## src/rtl/core/cbts_pkg.sv

```systemverilog
// ----------------------------------------------------------------------------
// cbts_pkg
// Shared types, constants and the substitution lookup of the triplet encoder.
// ----------------------------------------------------------------------------
`default_nettype none

package cbts_pkg;

  localparam int unsigned CodeW   = 7;   // character code width
  localparam int unsigned GroupW  = 3;   // one output group
  localparam int unsigned MapW    = 24;  // eight 3-bit entries
  localparam int unsigned AccW    = 9;   // two leftover bits plus seven code bits
  localparam int unsigned MaxGrp  = 3;

  localparam logic [MapW-1:0] MAP_RESET = 24'd2177406;

  typedef logic [GroupW-1:0] group_t;

  // Up to three substituted groups formed from one character.
  // Entry 0 is sent first.
  typedef struct packed {
    logic [MaxGrp-1:0][GroupW-1:0] codes;
    logic [1:0]                    count;
    logic                          last;
  } groups_t;

  // Leftover bits carried to the next character.
  typedef struct packed {
    logic [1:0] bits;
    logic [1:0] count;
  } pend_t;

  function automatic group_t substitute(input logic [MapW-1:0] map,
                                        input group_t idx);
    return map[GroupW*idx +: GroupW];
  endfunction

endpackage

`default_nettype wire

```

## src/rtl/core/cbts_grouper.sv

```systemverilog
// ----------------------------------------------------------------------------
// cbts_grouper
// Joins leftover bits with one character and cuts the result into groups.
// ----------------------------------------------------------------------------
`default_nettype none

module cbts_grouper (
  input  wire logic [cbts_pkg::CodeW-1:0] char_code,
  input  wire logic                       end_of_string,
  input  wire logic [cbts_pkg::MapW-1:0]  map_table,
  input  wire cbts_pkg::pend_t            pend,
  output cbts_pkg::groups_t               groups,
  output cbts_pkg::pend_t                 pend_next
);

  logic [2:0]                   len;
  logic [1:0]                   pc;
  logic [1:0]                   pb;
  logic [cbts_pkg::AccW-1:0]    acc;
  logic [3:0]                   total;
  logic [3:0]                   shamt;
  logic [cbts_pkg::AccW-1:0]    aligned;
  logic [1:0]                   full;
  logic [1:0]                   rem;

  // Significant bit count of the code; a zero code still counts one bit.
  always_comb begin
    if (char_code[6])      len = 3'd7;
    else if (char_code[5]) len = 3'd6;
    else if (char_code[4]) len = 3'd5;
    else if (char_code[3]) len = 3'd4;
    else if (char_code[2]) len = 3'd3;
    else if (char_code[1]) len = 3'd2;
    else                   len = 3'd1;
  end

  always_comb begin
    pc = (pend.count == 2'd3) ? 2'd2 : pend.count;
    case (pc)
      2'd0:    pb = 2'b00;
      2'd1:    pb = {1'b0, pend.bits[0]};
      default: pb = pend.bits;
    endcase
    acc   = ({7'd0, pb} << len) | {2'd0, char_code};
    total = {2'd0, pc} + {1'b0, len};
    // Left-align so groups sit at fixed places and padding zeros come free.
    shamt   = 4'd9 - total;
    aligned = acc << shamt;
    if (total >= 4'd9) begin
      full = 2'd3;
      rem  = 2'(total - 4'd9);
    end else if (total >= 4'd6) begin
      full = 2'd2;
      rem  = 2'(total - 4'd6);
    end else if (total >= 4'd3) begin
      full = 2'd1;
      rem  = 2'(total - 4'd3);
    end else begin
      full = 2'd0;
      rem  = total[1:0];
    end
  end

  always_comb begin
    groups.codes[0] = cbts_pkg::substitute(map_table, aligned[8:6]);
    groups.codes[1] = cbts_pkg::substitute(map_table, aligned[5:3]);
    groups.codes[2] = cbts_pkg::substitute(map_table, aligned[2:0]);
    groups.count    = (end_of_string && rem != 2'd0) ? full + 2'd1 : full;
    groups.last     = end_of_string;
    if (end_of_string) begin
      pend_next.bits  = 2'b00;
      pend_next.count = 2'd0;
    end else begin
      pend_next.count = rem;
      case (rem)
        2'd0:    pend_next.bits = 2'b00;
        2'd1:    pend_next.bits = {1'b0, acc[0]};
        default: pend_next.bits = acc[1:0];
      endcase
    end
  end

endmodule

`default_nettype wire

```

## src/rtl/core/cbts_result_q.sv

```systemverilog
// ----------------------------------------------------------------------------
// cbts_result_q
// Result register that sends the groups of one character, one per cycle while out_ready is high.
// ----------------------------------------------------------------------------
`default_nettype none

module cbts_result_q (
  input  wire logic                          clk,
  input  wire logic                          rst,
  input  wire logic                          load,
  input  wire cbts_pkg::groups_t             groups,
  output logic                               free,
  output logic                               out_valid,
  input  wire logic                          out_ready,
  output logic [cbts_pkg::GroupW-1:0]        code_group,
  output logic                               last_group
);

  logic [cbts_pkg::MaxGrp-1:0][cbts_pkg::GroupW-1:0] codes;
  logic [1:0] count;
  logic       last;
  logic       pop;

  assign out_valid  = (count != 2'd0);
  assign pop        = out_valid && out_ready;
  assign free       = (count == 2'd0) || (count == 2'd1 && out_ready);
  assign code_group = codes[0];
  assign last_group = last && (count == 2'd1);

  always_ff @(posedge clk) begin
    if (rst) begin
      count <= 2'd0;
    end else if (load) begin
      count <= groups.count;
    end else if (pop) begin
      count <= count - 2'd1;
    end
  end

  always_ff @(posedge clk) begin
    if (load) begin
      codes <= groups.codes;
      last  <= groups.last;
    end else if (pop) begin
      codes <= codes >> cbts_pkg::GroupW;
    end
  end

  a_load_when_free: assert property (@(posedge clk) disable iff (rst)
    load |-> free)
    else $error("result register loaded while groups still pending");

  a_load_count: assert property (@(posedge clk) disable iff (rst)
    load |=> count == $past(groups.count))
    else $error("group count not taken on load");

  a_pop_count: assert property (@(posedge clk) disable iff (rst)
    (pop && !load && count > 2'd1) |=> (out_valid && count == $past(count) - 2'd1))
    else $error("group lost or repeated after a transaction");

endmodule

`default_nettype wire

```

## src/rtl/core/char_bits_triplet_substitution_encoder_top.sv

```systemverilog
// ----------------------------------------------------------------------------
// char_bits_triplet_substitution_encoder_top
// Encodes 7-bit characters as a stream of substituted 3-bit groups.
// ----------------------------------------------------------------------------
// Flow: an accepted character waits in the input register, then its groups are
//   loaded into the result register once that register is free and sent from
//   there in order, each held until taken. A character with no group leaves the
//   input register without loading the result register. The single result port
//   sends one group at a time, while a new character can already be accepted.
// Reset (synchronous, rst high): carry cleared, default map, both buffers empty.
`default_nettype none

module char_bits_triplet_substitution_encoder_top (
  input  wire logic                          clk,
  input  wire logic                          rst,
  // Character input channel.
  input  wire logic                          in_valid,
  output logic                               in_ready,
  input  wire logic [cbts_pkg::CodeW-1:0]    char_code,
  input  wire logic                          end_of_string,
  // Group output channel.
  output logic                               out_valid,
  input  wire logic                          out_ready,
  output logic [cbts_pkg::GroupW-1:0]        code_group,
  output logic                               last_group,
  // Map table write channel.
  input  wire logic                          cfg_valid,
  output logic                               cfg_ready,
  input  wire logic [cbts_pkg::MapW-1:0]     cfg_data
);

  // The map table register; writes are always taken.
  logic [cbts_pkg::MapW-1:0] map_table;

  // Input register: holds one accepted character until its groups can be
  // placed in the result register.
  logic                       hold_valid;
  logic [cbts_pkg::CodeW-1:0] hold_code;
  logic                       hold_end;

  // Leftover bits from earlier characters of the current string.
  cbts_pkg::pend_t   pend;
  cbts_pkg::pend_t   pend_next;
  cbts_pkg::groups_t groups;

  logic q_free;
  logic take;
  logic load;

  assign cfg_ready = 1'b1;

  always_ff @(posedge clk) begin
    if (rst) begin
      map_table <= cbts_pkg::MAP_RESET;
    end else if (cfg_valid) begin
      map_table <= cfg_data;
    end
  end

  cbts_grouper u_grouper (
    .char_code     (hold_code),
    .end_of_string (hold_end),
    .map_table     (map_table),
    .pend          (pend),
    .groups        (groups),
    .pend_next     (pend_next)
  );

  // A held character moves on when the result register can take its groups,
  // or at once when it produces none.
  assign take     = hold_valid && (q_free || groups.count == 2'd0);
  assign load     = take && (groups.count != 2'd0);
  assign in_ready = !hold_valid || take;

  always_ff @(posedge clk) begin
    if (rst) begin
      hold_valid <= 1'b0;
    end else if (in_ready) begin
      hold_valid <= in_valid;
    end
  end

  always_ff @(posedge clk) begin
    if (in_valid && in_ready) begin
      hold_code <= char_code;
      hold_end  <= end_of_string;
    end
  end

  // The leftover state advances exactly once per character, when it leaves
  // the input register.
  always_ff @(posedge clk) begin
    if (rst) begin
      pend <= '0;
    end else if (take) begin
      pend <= pend_next;
    end
  end

  cbts_result_q u_result_q (
    .clk        (clk),
    .rst        (rst),
    .load       (load),
    .groups     (groups),
    .free       (q_free),
    .out_valid  (out_valid),
    .out_ready  (out_ready),
    .code_group (code_group),
    .last_group (last_group)
  );

endmodule

`default_nettype wire
```

## config.mk

```make
export PLATFORM = sky130hd
export DESIGN_NAME = char_bits_triplet_substitution_encoder_top
export DESIGN_NICKNAME = d
export VERILOG_FILES = /design/src/rtl/core/cbts_pkg.sv /design/src/rtl/core/cbts_grouper.sv /design/src/rtl/core/cbts_result_q.sv /design/src/rtl/core/char_bits_triplet_substitution_encoder_top.sv
export SDC_FILE = /design/constraint.sdc
export NUM_CORES = 1
export LEC_CHECK = 0
export BUFFER_PORTS_ARGS = -buffer_cell sky130_fd_sc_hd__buf_2
export CORE_MARGIN = 4
export CORE_UTILIZATION = 54
export DETAILED_ROUTE_END_ITERATION = 10
export PLACE_DENSITY_LB_ADDON = 0.05
export SKIP_LAST_GASP = 1
export SYNTH_ARGS = -nofsm -noshare
export SYNTH_HDL_FRONTEND = slang
export SYNTH_SLANG_ARGS = --single-unit
```

## constraint.sdc

```tcl
create_clock -name clk -period 4.2 [get_ports clk]
set_input_delay 0.42 -clock clk [delete_from_list [all_inputs] [get_ports clk]]
set_output_delay 0.42 -clock clk [all_outputs]
set_load 0.03 [all_outputs]
```

Yosys cells after proc, flatten, opt, wreduce, memory -nomap -nowiden
Cells that the tools add are included.
Storage, ports and cells
  flip-flop bits (word level): 49
  input bits: 37
  output and inout bits: 7
  word-level logic and storage cells: 74
Cells by class
  $add $sub $neg: 7
  multiply operators: 3
  $lt $le $gt $ge: 3
  equal/unequal tests: 4
  shift-type cells: 5
  muxes and demuxes: 21
  bitwise logic cells: 1
  reductions and logical operators: 19
Operators with widths (number)
  $shiftx A24 B6 Y3: 3
  $mux W2: 10
  $mux W9: 2
  $mul A2 B3 Y5 const A: 3
  $mux W3: 5
  $or A9 B7 Y9: 1
  $shl A2 B3 Y9: 1
  $shl A9 B4 Y9: 1
  $logic_not A2 Y1: 4
  $pmux W2 S2: 2
  $reduce_bool A2 Y1: 4
  $logic_and A1 B1 Y1: 7
  $eq A2 B1 Y1 const B: 3
  $add A2 B3 Y4: 1
  $ge A4 B2 Y1 const B: 1
  $ge A4 B3 Y1 const B: 1
  $ge A4 B4 Y1 const B: 1
  $mux W4: 1
  $sub A2 B1 Y2 const B: 2
  $sub A2 B2 Y2 const B: 2
  $sub A4 B4 Y4 const A: 1
  $logic_or A1 B1 Y1: 3
  $add A2 B1 Y2 const B: 1
  $eq A2 B2 Y1 const B: 1
  other kinds (2): 2

Logic depth before layout (Yosys ltp)
  depth after elaboration: 19
  mapped depth: 21
  depth with buffers taken out: 18

Modules after synthesis
A second synthesis with hierarchy kept.
Unflattened totals
  cell total of the unflattened synthesis: 372
  area, all modules: 3549.7 um2
By module, submodules not included
  cbts_grouper: times used 1, cells each 216, area each 1596.5 um2, seq. area each 0.0 um2
  char_bits_triplet_substitution_encoder_top: times used 1, cells each 113, area each 1376.3 um2, seq. area each 820.8 um2
  cbts_result_q: times used 1, cells each 43, area each 576.8 um2, seq. area each 340.3 um2

Worst setup path after synthesis
Ideal clock, no wire load.
  kind: reg-to-reg
  start: register hold_code[5] (netlist bit)
  end: register u_result_q.codes, in the netlist u_result_q.code_group[0] (enable)
  library setup time: 305 ps
  arrival: 4106 ps
  required time: 3895 ps
  slack: -211 ps
  cell stages (with the launch flop): 21
  buffers on the path: 3
  period minus slack after synthesis: 4411 ps
  cells stage by stage: edfxtp_1 -> buf_4 -> or2_1 -> o211a_1 -> buf_2 -> inv_1 -> ha_1 -> fa_1 -> inv_1 -> xnor2_1 -> inv_1 -> ha_1 -> nor2b_1 -> a22o_1 -> a21o_1 -> a211o_1 -> and3_1 -> a21o_1 -> o21ai_4 -> buf_6 -> nand2_1
Between the ends
  longest elaborated chain between the ends: 15
  elaborated cells between the ends (all ways): 25
  those cells by class: add/sub: 5; order compare: 3; mux: 9; reduce/logical: 8
RTL lines
  start: declaration: RTL line char_bits_triplet_substitution_encoder_top.sv:38  | logic [cbts_pkg::CodeW-1:0] hold_code;
  start signal: assignment: RTL line char_bits_triplet_substitution_encoder_top.sv:85  | hold_code <= char_code;
  $mux W3 (*): RTL line cbts_grouper.sv:29  | else if (char_code[5]) len = 3'd6;
  $mux W3 (*): RTL line cbts_grouper.sv:28  | if (char_code[6]) len = 3'd7;
  $add A2 B3 Y4 (*): RTL line cbts_grouper.sv:45  | total = {2'd0, pc} + {1'b0, len};
  parallel branches: the longest is 6 deep, another holds $ge A4 B2 Y1
  $mux W2 (*): RTL line cbts_grouper.sv:68  | groups.count = (end_of_string && rem != 2'd0) ? full + 2'd1 : full;
  $logic_not A2 Y1: RTL line char_bits_triplet_substitution_encoder_top.sv:71  | assign take = hold_valid && (q_free || groups.count == 2'd0);
  $logic_or A1 B1 Y1: RTL line char_bits_triplet_substitution_encoder_top.sv:71
  $logic_and A1 B1 Y1: RTL line char_bits_triplet_substitution_encoder_top.sv:71
  $logic_and A1 B1 Y1 (*): RTL line char_bits_triplet_substitution_encoder_top.sv:72  | assign load = take && (groups.count != 2'd0);
  $reduce_bool A2 Y1 (no line) (*)
  end signal: assignment: RTL line cbts_result_q.sv:42  | codes <= groups.codes;
  end signal: assignment: RTL line cbts_result_q.sv:45  | codes <= codes >> cbts_pkg::GroupW;
  end: declaration: RTL line cbts_result_q.sv:19  | logic [cbts_pkg::MaxGrp-1:0][cbts_pkg::GroupW-1:0] codes;
Every way passes the cells marked *.
A chain may end at the register's enable or synchronous reset.

Final worst setup path
  start: register hold_code[5] (netlist bit)
  end: output port in_ready
Between the ends
  longest elaborated chain between the ends: 14
  elaborated cells between the ends (all ways): 23
  those cells by class: add/sub: 5; order compare: 3; mux: 9; reduce/logical: 6
RTL lines
  $mux W3 (*): RTL line cbts_grouper.sv:29
  $mux W3 (*): RTL line cbts_grouper.sv:28
  $add A2 B3 Y4 (*): RTL line cbts_grouper.sv:45
  parallel branches: the longest is 6 deep, another holds $ge A4 B2 Y1
  $mux W2 (*): RTL line cbts_grouper.sv:68
  $logic_not A2 Y1 (*): RTL line char_bits_triplet_substitution_encoder_top.sv:71
  $logic_or A1 B1 Y1 (*): RTL line char_bits_triplet_substitution_encoder_top.sv:71
  $logic_and A1 B1 Y1 (*): RTL line char_bits_triplet_substitution_encoder_top.sv:71
  $logic_or A1 B1 Y1 (*): RTL line char_bits_triplet_substitution_encoder_top.sv:73  | assign in_ready = !hold_valid || take;
  end: declaration: RTL line char_bits_triplet_substitution_encoder_top.sv:18  | output logic in_ready,
Marks and branches as above.

==> results.cfg <==
[critical_path]
worst-endpoint-arrival_ps = 3700
category_of_the_worst_setup_path_capture_point = output pin
worstPathRequired_ps = 3780
timing_worst_setup_path_type = flop to output pin
rr_worst_depth = 18
timing.critical_path.fanout_max = 5
setup.reg_to_reg.worst_slack_ps = 170
rr_startpoint = hold_code[5]
r2r-end = u_result_q.code_group[0]
startpoint_type_of_the_worst_setup_path = flop

[route]
drt_via_density = 6.00
wl_met1_microns = 4410
dr.pass1.iters = 5
wirelength_microns = 9100
post_drt_wl_per_cell_microns = 16.5
num_vias = 3310
detail-route-antenna-nets = 0
top_layer_used = met4
wl_met3_microns = 413
wl_met2_microns = 4140
drt_iter0_markers = 221
remaining_drc_errors = 0

[logic_synthesis]
async_flop_share_pct = 0
avgSynthCellArea_sq_um = 9.07
synthSimpleGateAreaFrac_pct = 17.9
synth-seq-area-share_pct = 30.9
synth_top_family_by_area = compound AO/OA/AOI/OAI gates
synth_top_flop_cell = dfxtp_1
synth_largest_area_cell = dfxtp_1
synth-edff-count = 18
synth_xor_area_share_pct = 0.467
synth-compound-area-share_pct = 21.9
syn_nets = 458
postSynthRegisterBits = 49
ranking_of_synthesized_cells_by_area = dfxtp_1, edfxtp_1, mux2i_1
syn_inst = 414
post_synth_fa_ha_maj_area_fraction_pct = 2.53
netlist_area_sq_mm = 0.00375
synth.area.mux_share_pct = 19.5
ys_types = 70
synth_top_area_share_pct = 16.5
yosys_warnings = 0

[timing]
period_needed_ps = 4120
worst-slew-pin-transition_ps = 703
achievable-frequency_mhz = 243
final.setup_skew_ps = 6.47
tns_ps = 0
slew-limit-headroom_pct = 51.9
final_max_slew_viol_count = 0
setup_viol = 0
fin_crit_sh_pct = 98.1
grt_setup_unrepaired = yes
final_hold_viol_count = 0

[cells_and_area]
final_nets = 515
drive_gt1_share_pct = 27.3
multiInputGateArea_sq_mm = 0.00244
final_core_utilization_pct = 64.8
layout_commonest_cell = mux2i_1
final-seq-area_sq_mm = 0.00116
area_delta_synth_final_pct = 16.7
antenna_cells_inserted = 0
layout.filler_cells = 569
final_cell_mix = mux2i_1, nand2_1, buf_2, nor2_1, buf_4

[floorplanning]
die-height_microns = 91.4
initial_core_util_pct = 55.6
num_io_pins = 44
core_sq_mm = 0.00676
dieWidth_microns = 91.4
fp.dieArea_sq_mm = 0.00835
std_cell_rows = 30

[global_route]
grt_start_max_net_pins = 27
first_global_vias = 3190
grt_pass1_wl_microns = 15100
antenna_violations_before_repair = 0
grt.total_usage_pct = 22.1
grt_remaining_overflow = 0

[clock_network]
cts_tree = done
clock_sinks = 49
clockRootBuffer = clkbuf_8
maximum_clock_path_buffer_count = 2
numCtsBuffers = 5
cts_max_level = 2
worstSkewPairLatency_ps = 310
clk_pin_slew_ps = 80

[worst_hold_path]
min_path_type = input pin to flop
whs_path_depth = 1
worst_hold_startpoint = char_code[5]
min_delay_worst_endpoint = hold_code[5]

[outcome]
run_status = finished, final reports clean

[pwr]
pwr_density_cell_mw_per_mm2 = 667
max_rail_drop_vdd_uv = 272
cellLeakagePower_nw = 1.87

[placed_design]
gp_routability_congestion = 0.926
port_buffers = 42
detailedPlacementHpwl_microns = 6920

[job]
drv_cap = 0
-- routing by layer --
metal  track usage (%)  vias to the layer above
li1                  -                     1652
met1              31.2                     1554
met2              34.6                       90
met3              3.23                       14
met4              7.04                        0
met5                 0                        -
-- cells by family (layout without fill, tap and decap cells) --
group           Yosys count  after routing
simple gates            137            137
buf+inv                  52            110
mux                      63             63
xor+xnor                  2              2
compound gates          103            103
fa+ha+maj                 7              7
flops                    49             49
other cells               1              1
-- cell usage after synthesis, drive strengths merged (2+ instances only) --
master and instances:
a32oi 3, xnor2 2, o211ai 6, clkbuf 10
and2 6, nand4 3, o21ai 22, ha 6
a221oi 8, nand3b 2, a211oi 6, a22oi 3
a31o 2, mux2 4, nand3 10, buf 19
nor2b 5, a21o 5, inv 21, clkinv 2
a2111oi 2, a211o 2, edfxtp 18, a21oi 18
o31ai 2, o32ai 2, nor2 42, a31oi 5
o31a 4, and3 3, dfxtp 31, mux2i 53
a311oi 2, mux4 6, o21a 2, nor4 5
nor3 8, nand2 44, nand2b 6
-- repair_timing --
item | 4_1_cts | 5_1_grt
setup endpoints to repair | 2 | 27
setup buffers | 5 | 6
pin swaps | 7 | 9
gates resized for setup | 12 | 8
hold buffers | 0 | 0
-- worst max path at each step --
stage,endpoint,start,slack [ps]
finish,in_ready,hold_code[5],80
global route,in_ready,hold_code[5],-100
CTS,in_ready,hold_code[5],10
detailed placement,u_result_q.code_group[0],hold_code[5],3
global placement,u_result_q.code_group[0],hold_code[5],150
floorplan,u_result_q.code_group[0],hold_code[5],20
-- through the flow --
stage / hold WS, ps / instances / area [sq um] / total power [mW] / setup WS [ps]
after floorplan: 458 / 414 / 3770 / 2.08 / 23.9
after global placement: 496 / 533 / 4120 / 2.45 / 147
after detailed placement: 502 / 533 / 4120 / 2.48 / 2.72
after CTS: 281 / 546 / 4300 / 2.81 / 11.7
after global routing: 279 / 552 / 4380 / 3.14 / -99.3
final: 288 / 552 / 4380 / 2.92 / 81.6
-- final cells by class --
type / instances / area share, %
clock buffers: 6 / 1.66
inverters: 23 / 2.03
flip-flops and latches: 49 / 26.5
clock inverters: 2 / 0.314
repair buffers: 79 / 11.5
multi-input cells: 313 / 55.8
well taps: 80 / 2.29
-- sequential cells by signal, summed over array words and instances (netlist names) --
register and cells:
hold_end 1, hold_code 7, u_result_q.count 2, u_result_q.last 1
map_table 24, u_result_q.codes 6, pend 4, hold_valid 1
u_result_q.code_group 3
-- power by group --
group          internal (mW)  total (mW)  switching, mW
Combinational          0.847        1.99           1.14
Clock                  0.119       0.281          0.162
Sequential             0.609       0.654         0.0445
Total                   1.58        2.92           1.35
-- worst max-delay path, stage by stage (launching register included) --
cell      delay [ps]
edfxtp_1         400
or2_1            240
o211a_1          250
inv_2            100
ha_4             150
fa_2             230
inv_4             60
xnor2_4          150
inv_1             70
ha_1             190
nor2b_4          150
a22o_1           280
a21o_1           190
a211o_1          260
and3_4           190
a211oi_4         210
nor2_1            80
inv_1             80
buf_6            130
Note: power is estimated with default switching activity, not from simulation.
